==> src/hw/rtl/aes128_pkg.sv <==
`default_nettype none
package aes128_pkg;

    localparam int NumRounds = 10;
    localparam int NumKeys   = NumRounds + 1;

    localparam logic REG_KEY_HIGH = 1'b0;
    localparam logic REG_KEY_LOW  = 1'b1;

    localparam logic REQ_ENCRYPT = 1'b0;
    localparam logic REQ_DECRYPT = 1'b1;

    typedef logic [255:0][7:0] sbox_tab_t;
    typedef logic [NumKeys-1:0][127:0] sched_keys_t;

    function automatic logic [7:0] gf_dbl(input logic [7:0] a);
        gf_dbl = {a[6:0], 1'b0} ^ (a[7] ? 8'h1b : 8'h00);
    endfunction

    function automatic logic [7:0] gf_mul(input logic [7:0] a, input logic [7:0] b);
        logic [7:0] r;
        logic [7:0] x;
        r = 8'h00;
        x = a;
        for (int n = 0; n < 8; n++)
        begin
            if (b[n])
            begin
                r = r ^ x;
            end
            x = gf_dbl(x);
        end
        gf_mul = r;
    endfunction

    // Multiplicative inverse as a^254, with zero mapping to zero.
    function automatic logic [7:0] gf_inv(input logic [7:0] a);
        logic [7:0] r;
        logic [7:0] base;
        logic [7:0] e;
        r = 8'h01;
        base = a;
        e = 8'd254;
        for (int n = 0; n < 8; n++)
        begin
            if (e[n])
            begin
                r = gf_mul(r, base);
            end
            base = gf_mul(base, base);
        end
        gf_inv = r;
    endfunction

    function automatic logic [7:0] rotl8(input logic [7:0] x, input int n);
        rotl8 = (x << n) | (x >> (8 - n));
    endfunction

    function automatic sbox_tab_t build_sbox();
        sbox_tab_t t;
        logic [7:0] b;
        for (int i = 0; i < 256; i++)
        begin
            b = gf_inv(i[7:0]);
            t[i] = b ^ rotl8(b, 1) ^ rotl8(b, 2) ^ rotl8(b, 3) ^ rotl8(b, 4) ^ 8'h63;
        end
        build_sbox = t;
    endfunction

    function automatic sbox_tab_t build_inv_sbox();
        sbox_tab_t t;
        logic [7:0] b;
        for (int i = 0; i < 256; i++)
        begin
            b = rotl8(i[7:0], 1) ^ rotl8(i[7:0], 3) ^ rotl8(i[7:0], 6) ^ 8'h05;
            t[i] = gf_inv(b);
        end
        build_inv_sbox = t;
    endfunction

    localparam sbox_tab_t SBOX     = build_sbox();
    localparam sbox_tab_t INV_SBOX = build_inv_sbox();

    function automatic logic [7:0] get_byte(input logic [127:0] s, input int i);
        get_byte = s[127 - 8 * i -: 8];
    endfunction

    function automatic logic [31:0] sub_word(input logic [31:0] w);
        sub_word = {SBOX[w[31:24]], SBOX[w[23:16]], SBOX[w[15:8]], SBOX[w[7:0]]};
    endfunction

endpackage
`default_nettype wire

==> src/hw/rtl/aes128_key_expand.sv <==
`default_nettype none
module aes128_key_expand (
    input  wire logic                      clk,
    input  wire logic                      rst_n,
    input  wire logic                      cfg_we,
    input  wire logic                      cfg_index,
    input  wire logic [63:0]               cfg_data,
    output logic                           keys_ready,
    output aes128_pkg::sched_keys_t        sched_keys
);
    import aes128_pkg::*;

    logic [63:0]  key_high_reg;
    logic [63:0]  key_low_reg;
    logic [3:0]   cnt_reg;
    logic         busy_reg;
    logic [7:0]   rc_reg;
    logic [127:0] prev_reg;
    sched_keys_t  rk_reg;
    logic [127:0] step_key;
    logic [31:0]  t_word;
    logic [31:0]  w0;
    logic [31:0]  w1;
    logic [31:0]  w2;
    logic [31:0]  w3;

    // One expansion step per cycle from the previous round key, while busy and no key write arrives.
    always_comb
    begin
        t_word = sub_word({prev_reg[23:0], prev_reg[31:24]}) ^ {rc_reg, 24'h0};
        w0 = prev_reg[127:96] ^ t_word;
        w1 = prev_reg[95:64] ^ w0;
        w2 = prev_reg[63:32] ^ w1;
        w3 = prev_reg[31:0] ^ w2;
        step_key = {w0, w1, w2, w3};
    end

    always_ff @(posedge clk or negedge rst_n)
    begin
        if (!rst_n)
        begin
            key_high_reg <= 64'h0;
            key_low_reg  <= 64'h0;
            cnt_reg      <= 4'd0;
            busy_reg     <= 1'b1;
            rc_reg       <= 8'h01;
        end
        else if (cfg_we)
        begin
            if (cfg_index == REG_KEY_HIGH)
            begin
                key_high_reg <= cfg_data;
            end
            else
            begin
                key_low_reg <= cfg_data;
            end
            cnt_reg  <= 4'd0;
            busy_reg <= 1'b1;
        end
        else if (busy_reg)
        begin
            if (cnt_reg == 4'd0)
            begin
                rc_reg <= 8'h01;
            end
            else
            begin
                rc_reg <= gf_dbl(rc_reg);
            end
            if (cnt_reg == 4'(NumRounds))
            begin
                busy_reg <= 1'b0;
            end
            cnt_reg <= cnt_reg + 4'd1;
        end
    end

    always_ff @(posedge clk)
    begin
        if (busy_reg && !cfg_we)
        begin
            if (cnt_reg == 4'd0)
            begin
                rk_reg[0] <= {key_high_reg, key_low_reg};
                prev_reg  <= {key_high_reg, key_low_reg};
            end
            else
            begin
                rk_reg[cnt_reg] <= step_key;
                prev_reg        <= step_key;
            end
        end
    end

    assign keys_ready = !busy_reg;
    assign sched_keys = rk_reg;
endmodule
`default_nettype wire

==> config.mk <==
export PLATFORM = sky130hd
export DESIGN_NAME = aes128_key_expand
export DESIGN_NICKNAME = d
export VERILOG_FILES = /design/src/hw/rtl/aes128_pkg.sv /design/src/hw/rtl/aes128_key_expand.sv
export SDC_FILE = /design/constraint.sdc
export NUM_CORES = 2
export LEC_CHECK = 0
export BUFFER_PORTS_ARGS = -buffer_cell sky130_fd_sc_hd__buf_4
export CELL_PAD_IN_SITES_DETAIL_PLACEMENT = 1
export CELL_PAD_IN_SITES_GLOBAL_PLACEMENT = 2
export CORE_AREA = 10 10 569 571
export DETAILED_ROUTE_END_ITERATION = 8
export DIE_AREA = 0 0 579 581
export PLACE_DENSITY = 0.58
export RECOVER_POWER = 100
export SETUP_SLACK_MARGIN = 0.3
export SYNTH_ARGS = -nofsm -noshare
export SYNTH_HDL_FRONTEND = slang
export SYNTH_SLANG_ARGS = --single-unit
==> constraint.sdc <==
create_clock -name clk -period 8.59 [get_ports clk]
set_input_delay 0.859 -clock clk [delete_from_list [all_inputs] [get_ports clk]]
set_output_delay 0.859 -clock clk [all_outputs]
set_load 0.02 [all_outputs]
# After elaboration in Yosys (flattened, before gate mapping)
# Memory sizes are Yosys's and may differ from the RTL's. A register that Yosys moved wholly into a read port is not among the register bits.
# Cells that the tools add are included.
classes:
  add_sub_neg: 1
  magnitude_cmp: 6
  n_eq_ne: 1
  n_mux: 20
  n_bitwise: 9
  n_reduce_logical: 10
ops:
  columns: ["cell", "count"]
  rows:
  - ["bitwise mux 1408 bit", 1]
  - ["demux 128 bit (select 4 bit)", 1]
  - ["two-way mux 128 bit", 3]
  - ["XOR 32 bit", 5]
  - ["two-way mux 8 bit", 9]
  - ["less-than comparator 8 x 9 -> 1 bit, second input constant", 4]
  - ["two-way mux 4 bit", 2]
  - ["AND reduction 2 bit", 4]
  - ["XOR 8 x 5 -> 8 bit", 1]
  - ["less-than comparator 4 x 5 -> 1 bit, second input constant", 1]
  - ["two-way mux 5 bit", 1]
  - ["adder 4 x 1 -> 4 bit, second input constant", 1]
  - ["== test 4 bit, second input constant", 1]
  - [">= comparator 4 x 1 -> 1 bit, second input constant", 1]
  - ["zero test 4 bit", 1]
  - ["two-way mux 1 bit", 3]
  - ["NOT 1 bit", 3]
  - ["logical AND 1 bit", 2]
  - ["zero test 1 bit", 2]
  - ["nonzero test 2 bit", 1]
word_totals:
  register_bits: 1677
  rom_bits: 8192
  input_bits: 68
  output_inout_bits: 1409
  wordCells: 68
  memories: 4
mem_list:
  columns: ["memory", "words", "word_bits", "read_ports", "rd_ports_with_merged_regs", "write_ports", "line_no", "text"]
  rows:
  - ["(name not given)", 256, 8, 1, 1, 0, "aes128_pkg.sv:89", "sub_word = {SBOX[w[31:24]], SBOX[w[23:16]], SBOX[w[15:8]], SBOX[w[7:0]]};"]
  - ["(name not given)", 256, 8, 1, 1, 0, "aes128_pkg.sv:89", null]
  - ["(name not given)", 256, 8, 1, 1, 0, "aes128_pkg.sv:89", null]
  - ["(name not given)", 256, 8, 1, 1, 0, "aes128_pkg.sv:89", null]

# Depth between registers and ports, before layout
depth:
  depth_word: 9
  mapped_depth: 20
  ltp_nobuf: 15

# Worst setup path before layout
# OpenSTA, ideal clock, no wires.
synth_timing:
  path_kind: "input -> register"
  startpoint: "input port cfg_we"
  endpoint: "register rk_reg, in the netlist sched_keys[1024] (enable)"
  setup_ps: 503
  t_arrival_ps: 8841
  required_ps: 8087
  slack_ps: -754
  cell_stages: 8
  n_path_buf: 5
  cell_sequence: "buf_2 > nand2b_4 > inv_1 > buf_2 > buf_2 > buf_2 > buf_1 > and3_1"
synth_between:
  elab_chain_cells: 3
synth_lines:
  columns: ["element", "line_no", "text"]
  rows:
  - ["start: declaration", "aes128_key_expand.sv:5", "input wire logic cfg_we,"]
  - ["zero test 1 bit", "aes128_key_expand.sv:81", "if (busy_reg && !cfg_we)"]
  - ["logical AND 1 bit", "aes128_key_expand.sv:81", null]
  - ["AND reduction 2 bit (no line)", null, null]
  - ["end signal: indexed assignment", "aes128_key_expand.sv:90", "rk_reg[cnt_reg] <= step_key;"]
  - ["end: declaration", "aes128_key_expand.sv:19", "sched_keys_t rk_reg;"]
# Every way passes these cells.
# A chain may end at the register's enable or synchronous reset.

==> impl_metrics.yaml <==
floorplan:
  fp.dieArea_mm2: 0.336
  rows: 205
  top_level_ports: 1477
  core_mm2: 0.311
  start_util_pct: 22.4
  die_x_um: 579
  die_height_um: 581
yosys:
  postSynth.topFlopCell: "sky130_fd_sc_hd__edfxtp_1"
  post_synth_instance_area_mm2: 0.0699
  synthesized_area_divided_by_synthesized_cell_count_um2: 14.4
  yosysSeqAreaShare_pct: 72.0
  post_synthesis_cell_type_count: 97
  synth-edff-count: 1536
  netlist_instances: 4858
  synth_nets: 4980
  ys_async_sr_fraction_pct: 8.25
  ys.warnings.count: 0
  synth.ff_latch_count: 1709
setup_path:
  path_max_fanout: 43
  timing.critical_path.from_type: "register"
  reg2reg_setup_slack_ns: 1.62
  family_with_the_most_delay_on_the_worst_path: "simple AND/OR/NAND/NOR gates"
  setup.worst_path.end_class: "register"
  critPathSlowestCell: "sky130_fd_sc_hd__clkbuf_1"
  cp_data_arrival_time_ns: 7.71
  path_buf_inv: 3
  critPathMaxStageDelay_ns: 1.43
  critPathRequiredTime_ns: 9.33
  critical_path.cell_chain: "inv_1 -> ha_1 -> or3b_1 -> clkbuf_1 -> and2_1 -> mux2i_2 -> nand2_4 -> buf_4 -> nand2_1 -> a311oi_1 -> or3_1 -> a211oi_1 -> a311oi_2"
  path_class: "register to register"
clock_tree:
  h-tree-depth: 4
  cts.reportedPaths.clkPinSlew_ns: 0.06
  tritoncts: "yes"
  cts_made_buffers: 197
  cts_setup_buffers: 0
  cts_root_buf: "sky130_fd_sc_hd__clkbuf_16"
  cts.sinks: 1709
  max-clock-path-buffers: 4
  insertion_delay_ns: 0.90
sta:
  clock.fmax_mhz: 143
  final-hold-violation-count: 0
  final.setup.tns_ns: 0
  period_minus_slack_ns: 6.97
  final.period_utilization_pct: 81.2
  setup_repair_after_global_routing_missed_its_margin: "no"
  slew-limit-headroom_pct: -174
  worst_pin_slew_ns: 4.10
  fin_hold_ws_ns: 0.197
  clock_skew_ns: 0.114
  timing_max_transition_violations_final: 1495
  finalSetupViolCount: 0
layout:
  area.growth.synth_to_final_pct: 24.8
  final_layout_size_suffix_gt1_share_pct: 10.3
  stdcell_count: 10700
  largest_reg_flops: 1408
  layout.nets: 6497
global_route:
  antenna_violations_before_repair: 39
  global_route.overflow_total: 0
  grt.total_usage_pct: 20.6
  grt_start_max_net_pins: 93
  via_count_of_the_first_global_routing_pass: 52400
  grt_pass1_wl_um: 488000
power:
  power_report.internal_total_mw: 22.4
  power_frac_clock_pct: 19.7
  p_per_area_mw_per_mm2: 501
  power_leakage_nw: 28.7
  pwr-share-seq_pct: 30.3
  sw_frac_of_total_pct: 48.7
  comb_power_share_pct: 49.9
  p_sw_mw: 21.3
  power.ir.vdd_worst_v: 0.000262
routing:
  drc_violations_left: 0
  via_count: 52000
  drt_first_pass_iters: 6
  avgViaCountPerCell: 4.86
  drt_wl_total_um: 368000
  ant_nets: 0
  first_iter_violations: 4525
  post_drt_wl_per_cell_um: 34.4
run:
  max_cap_viol_count: 52
outcome:
  violations: "max-capacitance violations, max-slew violations"
  outcome: "finished, violations left"
worst_hold_path:
  holdCritPathClass: "primary input to register"
place:
  dpl.hpwl_um: 265000
  place.gp.congestion: 0.935
  numPortBuffers: 1476
  place_inst: 10300
-- cell usage after synthesis, types with 102 or more instances --
library cell / number / area [um^2]
sky130_fd_sc_hd__and2_1: 141 / 882
sky130_fd_sc_hd__nand3_1: 102 / 510
sky130_fd_sc_hd__nand2_1: 344 / 1290
sky130_fd_sc_hd__clkbuf_1: 145 / 544
sky130_fd_sc_hd__o21ai_0: 237 / 1190
sky130_fd_sc_hd__buf_2: 126 / 631
sky130_fd_sc_hd__dfrtp_1: 139 / 3480
sky130_fd_sc_hd__edfxtp_1: 1536 / 46100
sky130_fd_sc_hd__a21oi_1: 275 / 1380
sky130_fd_sc_hd__mux2_2: 131 / 1480
sky130_fd_sc_hd__nor2_1: 378 / 1420
-- timing repair --
| item | CTS | global route |
|---|---|---|
| gates resized for setup | 0 | 0 |
| hold endpoints to repair | 53 | 0 |
| hold buffers | 1 | 0 |
-- cell type report --
class / count / area, um^2
Fill cell: 34200 / 224000
Sequential cell: 1709 / 50300
Multi-Input combinational cell: 2732 / 17900
Timing Repair Buffer: 1647 / 6860
Tap cell: 4140 / 5180
Clock buffer: 227 / 5070
Clock inverter: 131 / 1460
Inverter: 88 / 342
Antenna cell: 23 / 57.6
-- placed cells by master (no fill, tap or decap), drive strengths merged, types with 26 or more instances in the layout --
cell    instances
nand2         350
o211ai         64
o22ai          65
a311oi         42
ha             54
dfxtp          32
nor2          387
dfrtp         139
a21oi         278
a31oi          83
buf           153
xnor3          26
clkbuf       1720
clkinv         87
a211oi         51
o311ai         44
nand3         102
o221ai         34
edfxtp       1536
o21ai         244
inv           100
a221oi         32
nor3           83
a21o           63
and2          141
xnor2          70
mux2          133
xor2           56
-- metrics by stage --
step	setup slack [ns]	total power, mW	cell area (um^2)	util, %
2_1_floorplan	0.574	24.2	69900	-
3_3_place_gp	2.33	35.8	86600	27.8
3_5_place_dp	2.50	35.7	86600	27.8
4_1_cts	2.52	44.5	93100	29.9
5_1_grt	1.23	45.5	87200	28.0
6_report	1.62	43.7	87200	28.0
-- worst paths after layout --
kind	depth (start not counted)	to	start
min reg2reg	1	key_high_reg[11]$_DFFE_PN0P_	key_high_reg[11]$_DFFE_PN0P_
min	2	key_low_reg[8]$_DFFE_PN0P_	cfg_data[8]
min in group asynchronous	2	key_low_reg[54]$_DFFE_PN0P_	rst_n
max in group asynchronous	3	key_low_reg[2]$_DFFE_PN0P_	rst_n
max	13	t_word[2]$_DFF_P_	cnt_reg[0]$_DFFE_PN0P_
max reg2reg	13	t_word[2]$_DFF_P_	cnt_reg[0]$_DFFE_PN0P_
-- power by group through the flow --
stage	combinational, mW	sequential, mW	clock [mW]
after floorplan	10.8	13.4	0
after global placement	22.4	13.4	0
after detailed placement	22.3	13.4	0
after CTS	22.4	13.2	8.87
after global routing	23.0	13.3	9.16
final	21.8	13.3	8.63
-- logic make-up (layout without fill, tap and decap cells) --
kind of cell | after synthesis | in the layout | share of synthesized area (%)
buf+inv | 417 | 2093 | 2.79
compound gates | 1209 | 1209 | 11.6
flops | 1709 | 1709 | 72.0
xor+xnor | 154 | 154 | 2.64
fa+ha+maj | 54 | 54 | 0.967
simple gates | 1171 | 1171 | 7.65
mux | 144 | 144 | 2.32
other cells | 0 | 23 | 0
-- metal layers --
metal  vias up  part of all wire [%]  track usage, %
met4        12                   4.6            7.55
met2      2412                    48            35.1
met1     27300                    40            25.4
li1      21800                     -               -
met5         -                 0.026               0
met3       508                   7.7            4.66
(Power assumes the default switching activity.)
